**config.mk**
```make
export PLATFORM = sky130hd
export DESIGN_NAME = intel_hex_record_encoder
export DESIGN_NICKNAME = d
export VERILOG_FILES = /design/src/rtl/ihex_pkg.sv /design/src/rtl/intel_hex_record_encoder.sv /design/src/rtl/ihex_frame_build.sv /design/src/rtl/ihex_serializer.sv
export SDC_FILE = /design/constraint.sdc
export NUM_CORES = 1
export LEC_CHECK = 0
export ABC_AREA = 1
export BUFFER_PORTS_ARGS = -buffer_cell sky130_fd_sc_hd__buf_2
export CAP_MARGIN = 25
export CORE_MARGIN = 3
export CORE_UTILIZATION = 28
export CTS_CLUSTER_DIAMETER = 80
export DETAILED_ROUTE_END_ITERATION = 7
export PLACE_DENSITY = 0.46
export SYNTH_ARGS = -nofsm -noshare
export SYNTH_HDL_FRONTEND = slang
export SYNTH_SLANG_ARGS = --single-unit
```
**constraint.sdc**
```tcl
create_clock -name clk -period 10.95 [get_ports clk]
set_input_delay 0 -clock clk [delete_from_list [all_inputs] [get_ports clk]]
set_output_delay 0 -clock clk [all_outputs]
set_load 0.005 [all_outputs]
```
**src/rtl/ihex_pkg.sv**
```systemverilog
// Shared types, constants and helpers for the Intel HEX record encoder.
`timescale 1ns / 1ps

package ihex_pkg;

  // Configuration register indexes
  localparam int unsigned CFG_IDX_W = 2;
  localparam logic [CFG_IDX_W-1:0] CFG_BASE_ADDRESS  = 2'd0;
  localparam logic [CFG_IDX_W-1:0] CFG_RECORD_LENGTH = 2'd1;

  localparam logic [15:0] RESET_BASE   = 16'h3400;
  localparam logic [7:0]  RESET_LENGTH = 8'd32;

  localparam logic [7:0] CHAR_COLON   = 8'h3A;
  localparam logic [7:0] CHAR_NEWLINE = 8'h0A;
  localparam logic [7:0] RECORD_TYPE_DATA = 8'h00;

  // Character positions within one full byte request (header, data, trailer)
  typedef logic [3:0] pos_t;
  localparam pos_t POS_COLON    = 4'd0;
  localparam pos_t POS_CNT_HI   = 4'd1;
  localparam pos_t POS_CNT_LO   = 4'd2;
  localparam pos_t POS_AHI_HI   = 4'd3;
  localparam pos_t POS_AHI_LO   = 4'd4;
  localparam pos_t POS_ALO_HI   = 4'd5;
  localparam pos_t POS_ALO_LO   = 4'd6;
  localparam pos_t POS_TYPE_HI  = 4'd7;
  localparam pos_t POS_TYPE_LO  = 4'd8;
  localparam pos_t POS_DATA_HI  = 4'd9;
  localparam pos_t POS_DATA_LO  = 4'd10;
  localparam pos_t POS_CSUM_HI  = 4'd11;
  localparam pos_t POS_CSUM_LO  = 4'd12;
  localparam pos_t POS_NEWLINE  = 4'd13;

  // Everything the serializer needs to print one input byte
  typedef struct packed {
    logic        has_header;
    logic        has_trailer;
    logic [7:0]  count;
    logic [15:0] addr;
    logic [7:0]  data;
    logic [7:0]  csum;
  } frame_t;

  function automatic logic [7:0] hex_char(input logic [3:0] nib);
    logic [7:0] c;
    if (nib < 4'd10) begin
      c = 8'h30 + {4'd0, nib};
    end else begin
      c = 8'h37 + {4'd0, nib};
    end
    return c;
  endfunction

endpackage

```
**src/rtl/intel_hex_record_encoder.sv**
```systemverilog
// Top level of the Intel HEX record encoder: byte stream in, HEX text out.
//
//  channel  direction  handshake          payload
//  -------  ---------  -----------------  ------------------------------
//  in       input      in_valid/in_stall  data_byte[7:0]
//  out      output     out_valid/out_stall text_char[7:0], last_of_run
//  cfg      input      cfg_valid/cfg_ready cfg_index[1:0], cfg_data[15:0]
//
// One character leaves per cycle while out_stall is low, so a byte request
// prints 2 characters inside a record, 11 when it opens one, 5 when it closes
// one and 14 when it does both. An accepted request passes the pend, cur and
// output registers before its first character appears. Reset (rst, synchronous)
// restores base_address 0x3400, record_length 32 and closes any open record.
// A byte is taken while the previous one is still being printed; a stall on
// the output holds the current character and backs up into in_stall.
`timescale 1ns / 1ps

module intel_hex_record_encoder (
  input  logic                           clk,
  input  logic                           rst,
  // byte input
  input  logic                           in_valid,
  output logic                           in_stall,
  input  logic [7:0]                     data_byte,
  // character output
  output logic                           out_valid,
  input  logic                           out_stall,
  output logic [7:0]                     text_char,
  output logic                           last_of_run,
  // register writes
  input  logic                           cfg_valid,
  output logic                           cfg_ready,
  input  logic [ihex_pkg::CFG_IDX_W-1:0] cfg_index,
  input  logic [15:0]                    cfg_data
);

  logic [15:0] base_address;
  logic [7:0]  record_length;

  ihex_pkg::frame_t pend;
  logic             pend_valid;
  logic             pop;

  // registers are always writable; writes to unknown indexes are dropped
  assign cfg_ready = 1'b1;

  always_ff @(posedge clk) begin
    if (rst) begin
      base_address  <= ihex_pkg::RESET_BASE;
      record_length <= ihex_pkg::RESET_LENGTH;
    end else if (cfg_valid && cfg_ready) begin
      unique case (cfg_index)
        ihex_pkg::CFG_BASE_ADDRESS:  base_address  <= cfg_data;
        ihex_pkg::CFG_RECORD_LENGTH: record_length <= cfg_data[7:0];
        default: ;
      endcase
    end
  end

  // record state, checksum and address; holds one request ahead
  ihex_frame_build u_build (
    .clk           (clk),
    .rst           (rst),
    .in_valid      (in_valid),
    .in_stall      (in_stall),
    .data_byte     (data_byte),
    .base_address  (base_address),
    .record_length (record_length),
    .pop           (pop),
    .pend          (pend),
    .pend_valid    (pend_valid)
  );

  // prints header, data digits and trailer one character per cycle unless out_stall holds it
  ihex_serializer u_ser (
    .clk         (clk),
    .rst         (rst),
    .pend        (pend),
    .pend_valid  (pend_valid),
    .pop         (pop),
    .out_valid   (out_valid),
    .out_stall   (out_stall),
    .text_char   (text_char),
    .last_of_run (last_of_run)
  );

endmodule

```
**src/rtl/ihex_frame_build.sv**
```systemverilog
// Record bookkeeping and the one-deep request register feeding the serializer.
`timescale 1ns / 1ps

module ihex_frame_build (
  input  logic                clk,
  input  logic                rst,
  input  logic                in_valid,
  output logic                in_stall,
  input  logic [7:0]          data_byte,
  input  logic [15:0]         base_address,
  input  logic [7:0]          record_length,
  input  logic                pop,
  output ihex_pkg::frame_t    pend,
  output logic                pend_valid
);

  logic [7:0]  byte_in_record;
  logic [15:0] address_offset;
  logic [7:0]  running_checksum;

  logic             accept;
  logic [15:0]      addr;
  logic [7:0]       sum_start;
  logic [7:0]       sum_all;
  logic [8:0]       filled;
  logic [8:0]       limit;
  logic             closes;
  ihex_pkg::frame_t frame_next;

  assign in_stall = pend_valid && !pop;
  assign accept   = in_valid && !in_stall;

  always_comb begin
    addr      = base_address + address_offset;
    sum_start = (byte_in_record == 8'd0)
              ? (record_length + addr[15:8] + addr[7:0] + ihex_pkg::RECORD_TYPE_DATA)
              : running_checksum;
    sum_all   = sum_start + data_byte;
    filled    = {1'b0, byte_in_record} + 9'd1;
    // zero length means a 256-byte record
    limit     = (record_length == 8'd0) ? 9'd256 : {1'b0, record_length};
    closes    = filled >= limit;

    frame_next.has_header  = byte_in_record == 8'd0;
    frame_next.has_trailer = closes;
    frame_next.count       = record_length;
    frame_next.addr        = addr;
    frame_next.data        = data_byte;
    frame_next.csum        = 8'd0 - sum_all;
  end

  always_ff @(posedge clk) begin
    if (rst) begin
      byte_in_record   <= 8'd0;
      address_offset   <= 16'd0;
      running_checksum <= 8'd0;
      pend_valid       <= 1'b0;
    end else begin
      if (accept) begin
        pend_valid       <= 1'b1;
        address_offset   <= address_offset + 16'd1;
        byte_in_record   <= closes ? 8'd0 : filled[7:0];
        running_checksum <= closes ? 8'd0 : sum_all;
      end else if (pop) begin
        pend_valid <= 1'b0;
      end
    end
  end

  always_ff @(posedge clk) begin
    if (accept) begin
      pend <= frame_next;
    end
  end

endmodule

```
**src/rtl/ihex_serializer.sv**
```systemverilog
// Walks one request's character positions and drives the registered output.
`timescale 1ns / 1ps

module ihex_serializer (
  input  logic             clk,
  input  logic             rst,
  input  ihex_pkg::frame_t pend,
  input  logic             pend_valid,
  output logic             pop,
  output logic             out_valid,
  input  logic             out_stall,
  output logic [7:0]       text_char,
  output logic             last_of_run
);

  ihex_pkg::frame_t cur;
  logic             cur_valid;
  ihex_pkg::pos_t   idx;

  logic           load_out;
  logic           adv;
  logic           is_end;
  ihex_pkg::pos_t end_pos;
  ihex_pkg::pos_t start_pos;
  logic [7:0]     char_next;

  always_comb begin
    end_pos   = cur.has_trailer ? ihex_pkg::POS_NEWLINE : ihex_pkg::POS_DATA_LO;
    start_pos = pend.has_header ? ihex_pkg::POS_COLON : ihex_pkg::POS_DATA_HI;
    load_out  = !out_valid || !out_stall;
    adv       = cur_valid && load_out;
    is_end    = idx == end_pos;
    pop       = pend_valid && (!cur_valid || (adv && is_end));
  end

  always_comb begin
    unique case (idx)
      ihex_pkg::POS_COLON:   char_next = ihex_pkg::CHAR_COLON;
      ihex_pkg::POS_CNT_HI:  char_next = ihex_pkg::hex_char(cur.count[7:4]);
      ihex_pkg::POS_CNT_LO:  char_next = ihex_pkg::hex_char(cur.count[3:0]);
      ihex_pkg::POS_AHI_HI:  char_next = ihex_pkg::hex_char(cur.addr[15:12]);
      ihex_pkg::POS_AHI_LO:  char_next = ihex_pkg::hex_char(cur.addr[11:8]);
      ihex_pkg::POS_ALO_HI:  char_next = ihex_pkg::hex_char(cur.addr[7:4]);
      ihex_pkg::POS_ALO_LO:  char_next = ihex_pkg::hex_char(cur.addr[3:0]);
      ihex_pkg::POS_TYPE_HI: char_next = ihex_pkg::hex_char(ihex_pkg::RECORD_TYPE_DATA[7:4]);
      ihex_pkg::POS_TYPE_LO: char_next = ihex_pkg::hex_char(ihex_pkg::RECORD_TYPE_DATA[3:0]);
      ihex_pkg::POS_DATA_HI: char_next = ihex_pkg::hex_char(cur.data[7:4]);
      ihex_pkg::POS_DATA_LO: char_next = ihex_pkg::hex_char(cur.data[3:0]);
      ihex_pkg::POS_CSUM_HI: char_next = ihex_pkg::hex_char(cur.csum[7:4]);
      ihex_pkg::POS_CSUM_LO: char_next = ihex_pkg::hex_char(cur.csum[3:0]);
      ihex_pkg::POS_NEWLINE: char_next = ihex_pkg::CHAR_NEWLINE;
      default:               char_next = ihex_pkg::CHAR_NEWLINE;
    endcase
  end

  always_ff @(posedge clk) begin
    if (rst) begin
      cur_valid <= 1'b0;
      out_valid <= 1'b0;
    end else begin
      if (load_out) begin
        out_valid <= cur_valid;
      end
      if (pop) begin
        cur_valid <= 1'b1;
      end else if (adv && is_end) begin
        cur_valid <= 1'b0;
      end
    end
  end

  always_ff @(posedge clk) begin
    if (adv) begin
      text_char   <= char_next;
      last_of_run <= is_end;
    end
    if (pop) begin
      cur <= pend;
      idx <= start_pos;
    end else if (adv) begin
      idx <= idx + 4'd1;
    end
  end

endmodule

```
Word level (Yosys, flattened, before mapping)

Cells that the tools add are included.

Register bits after elaboration: 155
Latch bits: 0
Memory bits (writable): 0
Bits in read-only memories: 0
Input port bits: 31
Memories: 0

$add $sub $neg: 28
Multiply operators: 0
Div/mod/pow operators: 0
$lt $le $gt $ge: 11
Equal/unequal tests: 14
Shift operators: 0
Muxes and demuxes: 23
Bitwise gates (word level): 0
Reductions and logical operators: 22

Operators with widths:

| kind                                               | count |
|---|---|
| adder 6 x 4 -> 7 bit (first input constant)        | 20 |
| two-way mux 8 bit                                  | 13 |
| one-hot mux 8 bit (12 select lines)                | 1 |
| less-than comparator 4 bit (second input constant) | 10 |
| adder 8 bit                                        | 3 |
| == test 4 bit (second input constant)              | 5 |
| adder 16 x 1 -> 16 bit (second input constant)     | 1 |
| adder 16 bit                                       | 1 |
| == test 4 x 3 -> 1 bit (second input constant)     | 4 |
| logical NOT 8 bit                                  | 2 |
| two-way mux 4 bit                                  | 3 |
| adder 8 x 1 -> 9 bit (second input constant)       | 1 |
| >= comparator 9 bit                                | 1 |
| two-way mux 9 bit                                  | 1 |
| == test 4 x 2 -> 1 bit (second input constant)     | 2 |
| subtractor 1 x 8 -> 8 bit (first input constant)   | 1 |
| nonzero test 2 bit                                 | 3 |
| logical AND 1 bit                                  | 5 |
| logical NOT 1 bit                                  | 5 |
| adder 4 x 1 -> 4 bit (second input constant)       | 1 |
| == test 4 x 1 -> 1 bit (second input constant)     | 1 |
| == test 4 bit                                      | 1 |
| logical NOT 4 bit                                  | 1 |
| two-way mux 1 bit                                  | 4 |
| other kinds (6)                                    | 8 |

Logic depth before layout (Yosys ltp)

Gate-level depths: netlist (run 1).

Word-level depth: 11
Depth in mapped cells: 28
Mapped depth without buffers: 28

Cells and area by module

A second synthesis (run 1) with hierarchy kept.

Cell total of the unflattened synthesis: 1165
Area, all modules: 9396.5 µm²

Modules (own cells, without submodules):

| module                   | instances | cells an instance | area each (µm²) | sequential area each (µm²) |
|---|---|---|---|---|
| ihex_frame_build         | 1         | 572               | 4937.2          | 1921.8 |
| ihex_serializer          | 1         | 441               | 3434.5          | 1631.6 |
| intel_hex_record_encoder | 1         | 152               | 1024.7          | 480.5 |

Least setup slack after synthesis (run 1)

OpenSTA, ideal clock, no wires.

Path kind: reg-to-reg
From: register u_build.address_offset[0]
To: register u_build.pend[7] (netlist name)
Setup time: 0.268 ns
Arrival time: 4.273 ns
Data required time: 10.682 ns
Setup slack: 6.410 ns
Stages on the path, launching flop included: 27
Buffers on the path: 0
Period minus slack after synthesis: 4.540 ns
Cells stage by stage: dfxtp_1 > ha_1 > fa_1 > nand3_1 > nand2_1 > nand2_1 > o211ai_1 > a31oi_1 > nand3b_1 > nand3_1 > nand2_1 > inv_1 > fa_1 > inv_1 > ha_1 > a21o_1 > a21oi_1 > xor2_1 > o21ai_0 > ha_1 > nand2_1 > o211ai_1 > xor2_1 > inv_1 > nand3_1 > nand2_1 > xor2_1

RTL lines:

| what                   | RTL line               | source |
|---|---|---|
| from (decl)            | ihex_frame_build.sv:18 | `logic [15:0] address_offset;` |
| from (signal assigned) | ihex_frame_build.sv:61 | `address_offset <= address_offset + 16'd1;` |

==> flow_summary.toml, run 1 <==
[floorplan]
die_height_um = 182
dieWidth_um = 182
boundaryPins = 43
num_rows = 63
core_um2 = 30200
dieArea_um2 = 33300
start_util_pct = 28.9

[cts]
cts_tree = "yes"
cts_buffer_depth = 2
clk_transition_reported_paths_ps = 70
cts_root_buffer = "clkbuf_16"
postCtsSetupBuffers = 0
cts.sinks = 154
cts_buffers = 17
cts_hold_buf = 27
htree_levels = 4
ctsResizeCount = 0
insertion_delay_ps = 430

[synth]
async_flop_share_pct = 0
yosys_warnings = 0
ys_seq_area_share_pct = 46.3
synth_edf_count = 95
ys_seq_elements = 154
synth_area_leader_cell = "edfxtp_1"
synth_cell_types = 47
synthCells = 1012
synth_nets = 1108
syn_area_per_cell_um2 = 8.61
synth.area.top_cells = "edfxtp_1 33%, dfxtp_1 14%, ha_1 7.9%"
syn_area_um2 = 8710
yosysTopAreaCellShare_pct = 32.7
synth_ff_type = "edfxtp_1"

[timing]
relSlewSlack_pct = 39.7
tightest_slew_ps = 904
setup_viol = 0
fin_crit_sh_pct = 46.6
min_period_ps = 5100
rsz0062_at_grt = "false"
fin_ws_ps = 5850
finClkSkew_ps = 17.1
hold_viol = 0
setup_tns_ps = 0
hold_slack_ps = 83.1
fmax_mhz = 196
finalMaxSlewViolations = 0

[placement]
gp_congestion = 0.881
placedCellCount = 1428
portBuffers = 40
place_ws_ps = 5850
hpwl_um = 16600

[cells_and_area]
syn_to_final_growth_pct = 17.4
diodes = 0
finalNonFillerCells = 1487
drive_gt1_share_pct = 7.84
fill_cells = 3140
multiInputGateArea_um2 = 3980
fin_nets = 1180
regArea_um2 = 4030

[worst_hold_path]
hold_class = "input pin to register"

[route]
routed_wl_um = 21400
wire_per_inst_um = 14.4
drt_drc_violations_left = 0
first_iter_violations = 401
ant_nets = 0
vias = 6850
first_pass_iters = 5
avgViaCountPerCell = 4.61

[critical_path]
worstPathArrival_ps = 5260
setup.worst_path.start_class = "register"
cp-end-kind = "register"
critPathRequiredTime_ps = 11120
crit_path_max_fanout = 5
critPathKind = "register to register"

[flow_run]
cap_violations = 0

[power]
irDropWorstVdd_v = 0.0000871
total_power_uw = 1660
power.leakage_uw = 0.00432
powerDensity_nw_per_um2 = 162

[run_status]
status = "finished clean"

[global_routing]
grt_usage_pct = 13.2
grt_pass1_wl_um = 34800
grt-ovfl-total = 0
grt_pass1_vias = 6621
grt_max_degree = 45
antenna_found_initial = 0
==> critical path, stage by stage (launching register included) <==
cell and delay, ps:
dfxtp_1 370, ha_1 240, fa_1 410, nand3_1 90
nand2_1 110, nand2_1 90, o211ai_1 120, a31oi_1 220
nand3b_1 190, nand3_1 80, nand2_1 120, inv_1 80
fa_1 510, inv_1 50, ha_1 340, a21o_1 210
a21oi_1 140, xor2_1 160, o21ai_0 120, ha_1 380
nand2_1 70, o211ai_1 190, xor2_1 210, inv_1 60
nand3_1 90, nand2_1 60, xor2_1 130
==> worst paths after layout <==
kind,slack [ps],cells after the start,to,from
max reg2reg,5850,26,u_build.pend[7],u_build.address_offset[0]
min reg2reg,420,0,u_ser.cur[34],u_build.pend[34]
min,80,5,base_address[12],cfg_index[0]
max,5850,26,u_build.pend[7],u_build.address_offset[0]
==> through the flow <==
stage                     utilization, %  area [um2]
after floorplan                        -        8710
after global placement              31.0        9350
after detailed placement            31.0        9350
after CTS                           33.9       10200
after global routing                33.9       10200
final                               33.9       10200
==> placed cells by master (no fill, tap or decap), types with 4 or more instances in the layout <==
cell type,count
a31oi_1,8
dfxtp_1,59
xor2_1,34
a21oi_1,78
edfxtp_1,95
nor2_1,93
o21ai_0,66
ha_1,55
inv_1,167
buf_2,40
nand2_1,174
inv_6,5
nand4_1,19
xnor2_1,13
a221oi_1,4
dlygate4sd3_1,27
o211ai_1,6
nand3_1,43
clkbuf_16,17
fa_1,10
nor3_1,18
o22ai_1,8
nand3b_1,5
nor4_1,5
==> report_power, final <==
part	leakage [uW]	switching [uW]	total, uW	internal (uW)
combinational	0.00265	206	328	123
clock	0.000287	263	608	345
sequential	0.00139	30.5	722	691
total	0.00432	500	1660	1160
==> synth_stat cells, types with 10 or more instances <==
| cell | instances |
|---|---|
| clkbuf_1 | 10 |
| inv_1 | 167 |
| xnor2_1 | 13 |
| edfxtp_1 | 95 |
| a21oi_1 | 78 |
| o21ai_0 | 66 |
| nor2_1 | 94 |
| xor2_1 | 34 |
| nor3_1 | 18 |
| fa_1 | 10 |
| nand4_1 | 19 |
| ha_1 | 55 |
| dfxtp_1 | 59 |
| nand3_1 | 43 |
| nand2_1 | 174 |
==> final cells by class <==
| type | instances | area share, % |
|---|---|---|
| clock buffer | 17 | 4.16 |
| clock inverter | 15 | 1.74 |
| inverter | 169 | 6.20 |
| multi-input combinational | 672 | 38.9 |
| sequential | 154 | 39.4 |
| tap | 390 | 4.77 |
| timing repair buffer | 70 | 4.82 |
==> cells by family (layout without fill, tap and decap cells) <==
group           after synthesis  in the layout  synth area share, %
fa+ha+maj                    65             65                 10.2
buf+inv                     186            271                 8.18
flops                       154            154                 46.3
simple gates                366            366                 17.9
xor+xnor                     47             47                 4.72
other cells                   2              2               0.0862
compound gates              192            192                 12.6
==> routing by layer <==
| layer | global-route usage [%] | vias up | wire length, um |
|---|---|---|---|
| li1 | - | 3543 | - |
| met1 | 18.6 | 3161 | 10800 |
| met2 | 20.6 | 125 | 9650 |
| met3 | 2.19 | 21 | 619 |
| met4 | 4.36 | 0 | 385 |
| met5 | 0 | - | 0 |
==> sequential cells by signal (all words and copies together), names as in the netlist <==
register,flops
base_address,16
record_length,8
u_build.address_offset,16
u_build.byte_in_record,8
u_build.pend,42
u_build.pend_valid,1
u_build.running_checksum,8
u_ser.cur,41
u_ser.cur_valid,1
u_ser.idx,4
u_ser.last_of_run,1
u_ser.out_valid,1
u_ser.text_char,7
Power figures use the tool's default switching activity.
==> run 2: changes to the inputs <==
- clock period: 10.95 -> 4.7 ns (I/O delays scaled with it)
==> flow_summary.toml, run 2 (synthesis results as in run 1) <==
[run_status]
status = "finished clean"

[global_routing]
antenna_found_initial = 0
grt-ovfl-total = 0
grt_usage_pct = 13.7
grt_pass1_wl_um = 36000
grt_pass1_vias = 6864
grt_max_degree = 34

[timing]
min_period_ps = 4650
fin_ws_ps = 53.7
hold_viol = 0
setup_viol = 0
tightest_slew_ps = 925
fmax_mhz = 215
fin_crit_sh_pct = 98.9
relSlewSlack_pct = 38.3
finalMaxSlewViolations = 0
finClkSkew_ps = 13.6
rsz0062_at_grt = "true"

[route]
vias = 6937
ant_nets = 0
first_pass_iters = 5
routed_wl_um = 22500
wire_per_inst_um = 14.5
drt_drc_violations_left = 0
avgViaCountPerCell = 4.48
first_iter_violations = 428

[floorplan]
dieWidth_um = 182
boundaryPins = 43
start_util_pct = 28.9
core_um2 = 30200
die_height_um = 182
dieArea_um2 = 33300
num_rows = 63

[critical_path]
critPathRequiredTime_ps = 4860
r2r_setup_slack_ps = 50
crit_path_max_fanout = 4
critPathKind = "register to register"
worstPathArrival_ps = 4810
cp-end-kind = "register"
setup.worst_path.start_class = "register"

[placement]
portBuffers = 40
gp_congestion = 0.819
placed_area_um2 = 9750
hpwl_um = 17300
place_ws_ps = -124

[cts]
insertion_delay_ps = 430
cts_root_buffer = "clkbuf_16"
cts_tree = "yes"
cts_buffers = 17
cts_buffer_depth = 2
htree_levels = 4
cts.sinks = 154
clk_transition_reported_paths_ps = 70

[flow_run]
cap_violations = 0

[cells_and_area]
largest_registers = "u_build.pend (42), u_ser.cur (41)"
diodes = 0
mostFrequentLayoutCells = "168 x nand2_1, 162 x inv_1, 95 x edfxtp_1, 91 x nor2_1, 68 x a21oi_1"
drive_gt1_share_pct = 17.2
syn_to_final_growth_pct = 25.8
fin_area_um2 = 11000
fill_cells = 3087
fin_nets = 1243
multiInputGateArea_um2 = 4230
final_common_cell = "nand2_1"
regArea_um2 = 4040
largest_reg_flops = 42
top_register = "u_build.pend"

[worst_hold_path]
hold_class = "input pin to register"

[power]
powerDensity_nw_per_um2 = 381
total_power_uw = 4170
irDropWorstVdd_v = 0.000230
power.leakage_uw = 0.00466
==> run 2: changes by cell type in the layout (fill, tap and decap cells not counted), moves of 5 or more <==
cell,delta
nand2_2,+6
buf_4,+62
ha_1,-7
nand2_1,-6
ha_4,+7
a21oi_2,+8
a21oi_1,-10
o21ai_0,-5
inv_2,+5
inv_1,-5
==> run 2: layout make-up <==
| cell class | instances | area share [%] |
|---|---|---|
| Multi-Input combinational cell | 672 | 38.6 |
| Clock buffer | 17 | 3.88 |
| Clock inverter | 15 | 1.62 |
| Inverter | 169 | 5.79 |
| Timing Repair Buffer | 133 | 8.85 |
| Tap cell | 390 | 4.45 |
| Sequential cell | 154 | 36.8 |
==> run 2: metal layers <==
metal / track usage, % / vias up / share of wire (%) / wire (um)
li1: - / 3660 / - / -
met1: 19.0 / 3154 / 50 / 11200
met2: 22.0 / 100 / 46 / 10400
met3: 1.91 / 23 / 2.4 / 539
met4: 4.33 / 0 / 1.8 / 409
met5: 0 / - / 0 / 0
==> run 2: per-stage QoR <==
| step | hold slack, ps | std cells | util (%) | TNS, ps |
|---|---|---|---|---|
| after detailed placement | 224 | 1481 | 32.3 | -195 |
| after global routing | 123 | 1550 | 36.3 | -939 |
| after CTS | 70.1 | 1542 | 35.4 | 0 |
| after global placement | 219 | 1481 | 32.3 | -16.0 |
| final | 76.0 | 1550 | 36.3 | 0 |
| after floorplan | 98.9 | 1012 | - | 0 |
==> run 2: worst paths after layout <==
| path | to | cells past startpoint | startpoint |
|---|---|---|---|
| worst max-delay path | u_build.pend[7] | 24 | u_build.address_offset[0] |
| worst min register to register | u_ser.cur[0] | 0 | u_build.pend[0] |
| worst min-delay path | base_address[12] | 5 | cfg_index[0] |
| worst max register to register | u_build.pend[7] | 24 | u_build.address_offset[0] |
==> run 2: where the power goes <==
group	internal, uW	switching [uW]	leakage [uW]	total, uW
logic	496	579	0.00297	1080
registers	1610	72.1	0.00139	1680
clock network	803	611	0.000294	1410
total	2910	1260	0.00466	4170
==> run 2: repair_timing <==
item | CTS | global route
endpoints found under the hold margin | 33 | 0
hold buffers | 27 | 0
pin swaps | 12 | 39
resized for setup | 12 | 48
setup endpoints to repair | 3 | 8
setup buffers | 2 | 8
cloned | 0 | 0
==> run 2: critical path, stage by stage (launching register included) <==
cell	delay (ps)
dfxtp_2	340
ha_4	160
fa_2	390
nand3_2	90
nand2_2	50
nand2_1	60
o211ai_1	120
a31oi_1	220
nand3b_1	180
nand3_1	90
nand2_2	80
inv_2	40
fa_1	510
inv_2	50
ha_4	250
buf_4	130
xor2_1	150
o21ai_1	130
ha_1	300
buf_6	150
a21oi_4	160
o221ai_2	130
xor2_2	210
nor4_2	300
xor2_1	110
==> run 3: changes to the inputs <==
- RECOVER_POWER: not set -> 25
==> flow_summary.toml, run 3 (synthesis results as in run 1) <==
[run_status]
status = "finished clean"

[cells_and_area]
syn_to_final_growth_pct = 25.7
top_register = "u_build.pend"
diodes = 0
largest_reg_flops = 42
fill_cells = 3090
drive_gt1_share_pct = 16.5
final_common_cell = "nand2_1"
fin_nets = 1243
largest_registers = "u_build.pend (42), u_ser.cur (41)"
fin_area_um2 = 11000
finalNonFillerCells = 1550
mostFrequentLayoutCells = "168 x nand2_1, 162 x inv_1, 95 x edfxtp_1, 91 x nor2_1, 68 x a21oi_1"

[timing]
fmax_mhz = 215
hold_viol = 0
fin_crit_sh_pct = 98.9
setup_viol = 0
relSlewSlack_pct = 38.3
fin_ws_ps = 53.2
tightest_slew_ps = 925
rsz0062_at_grt = "true"
finClkSkew_ps = 13.8
min_period_ps = 4650
finalMaxSlewViolations = 0

[critical_path]
cp_top_family = "adder cells"
crit_path_cell_trace = "ha_4, fa_2, nand3_2, nand2_2, nand2_1, o211ai_1, a31oi_1, nand3b_1, nand3_1, nand2_2, inv_2, fa_1, inv_2, ha_4, buf_4, xor2_1, o21ai_1, ha_1, buf_6, a21oi_4, o221ai_2, xor2_2, nor4_2, xor2_1"
crit_cells = 24
cpMaxStageDelayCell = "fa_1"
worstPathArrival_ps = 4810
crit_start = "u_build.address_offset[0]"
endpoint = "u_build.pend[7]"
worstRegToRegCells = 24
r2r_start = "u_build.address_offset[0]"
cp-end-kind = "register"
setup.worst_path.start_class = "register"
critical_path_buf_inv_count = 4
critPathKind = "register to register"
crit_path_max_fanout = 4
slowest_delay_ps = 510
timing.rr.end = "u_build.pend[7]"
critPathRequiredTime_ps = 4860
r2r_setup_slack_ps = 50

[global_routing]
grt-ovfl-total = 0
grt_usage_pct = 13.7
antenna_found_initial = 0
grt_pass1_wl_um = 36000
grt_pass1_vias = 6864
grt_max_degree = 34

[floorplan]
die_height_um = 182
core_um2 = 30200
start_util_pct = 28.9
num_rows = 63
dieWidth_um = 182
boundaryPins = 43
dieArea_um2 = 33300

[route]
first_iter_violations = 418
drt_drc_violations_left = 0
wire_per_inst_um = 14.5
ant_nets = 0
topRoutingLayerUsed = "met4"
wl_met1_um = 11200
routed_wl_um = 22500
wl_met2_um = 10300
avgViaCountPerCell = 4.49
vias = 6953
dr_wl_met3_um = 551
first_pass_iters = 5

[placement]
hpwl_um = 17300
placedCellCount = 1481
gp_congestion = 0.819
placed_area_um2 = 9750
place_ws_ps = -124
portBuffers = 40

[cts]
cts_buffer_depth = 2
htree_levels = 4
insertion_delay_ps = 430
cts_buffers = 17
clk_transition_reported_paths_ps = 70
cts.sinks = 154
cts_root_buffer = "clkbuf_16"
cts_tree = "yes"

[worst_hold_path]
hold_class = "input pin to register"

[power]
total_power_uw = 4170
powerDensity_nw_per_um2 = 381
power.leakage_uw = 0.00463
irDropWorstVdd_v = 0.000230

[flow_run]
cap_violations = 0
==> run 3: cell count changes in the layout (fill, tap and decap cells not counted) <==
cell      delta
buf_2        -8
clkbuf_1     +8
==> run 3: stage by stage <==
stage / setup TNS [ps] / utilization, % / hold WS, ps
floorplan: 0 / - / 98.9
detailed placement: -195 / 32.3 / 224
global placement: -16.0 / 32.3 / 219
global route: -938 / 36.3 / 123
CTS: 0 / 35.4 / 70.1
finish: 0 / 36.3 / 76.0
==> run 3: timing repair <==
| action | in CTS | in global routing |
|---|---|---|
| pin swaps | 12 | 39 |
| hold buffers | 27 | 0 |
| buffers inserted | 2 | 8 |
| endpoints found under the setup margin | 3 | 8 |
| gates resized for setup | 12 | 48 |
| hold endpoints to repair | 33 | 0 |
==> run 3: how the worst min path moves through the flow <==
stage,start,cells past startpoint,end,slack [ps]
3_3_place_gp,data_byte[7],1,u_build.pend[15],220
6_report,cfg_index[0],5,base_address[12],80
4_1_cts,cfg_index[0],5,base_address[12],70
5_1_grt,cfg_index[0],5,base_address[12],120
2_1_floorplan,data_byte[2],0,u_build.pend[10],100
3_5_place_dp,data_byte[7],1,u_build.pend[15],220
==> run 3: power by group <==
part | internal, uW | total, uW | switching, uW | leakage [uW]
clock network | 803 | 1420 | 612 | 0.000294
registers | 1610 | 1680 | 72.0 | 0.00139
logic | 495 | 1070 | 580 | 0.00295
total | 2910 | 4170 | 1260 | 0.00463
==> run 3: worst min-delay path: stages <==
cell and delay [ps]:
buf_2 90, nor3_1 40, buf_4 180, nand2_1 70
nand3_1 70
==> run 3: layout make-up <==
class	count	area [um2]	area share, %
clock buffers	17	425	3.88
inverters	169	634	5.79
well taps	390	488	4.46
clock inverters	15	178	1.62
repair buffers	133	960	8.76
multi-input cells	672	4230	38.6
flip-flops and latches	154	4040	36.9
==> run 3: layer usage <==
metal,GRT usage [%],vias to the layer above
li1,-,3661
met1,19.0,3163
met2,22.0,104
met3,1.91,25
met4,4.33,0
met5,0,-
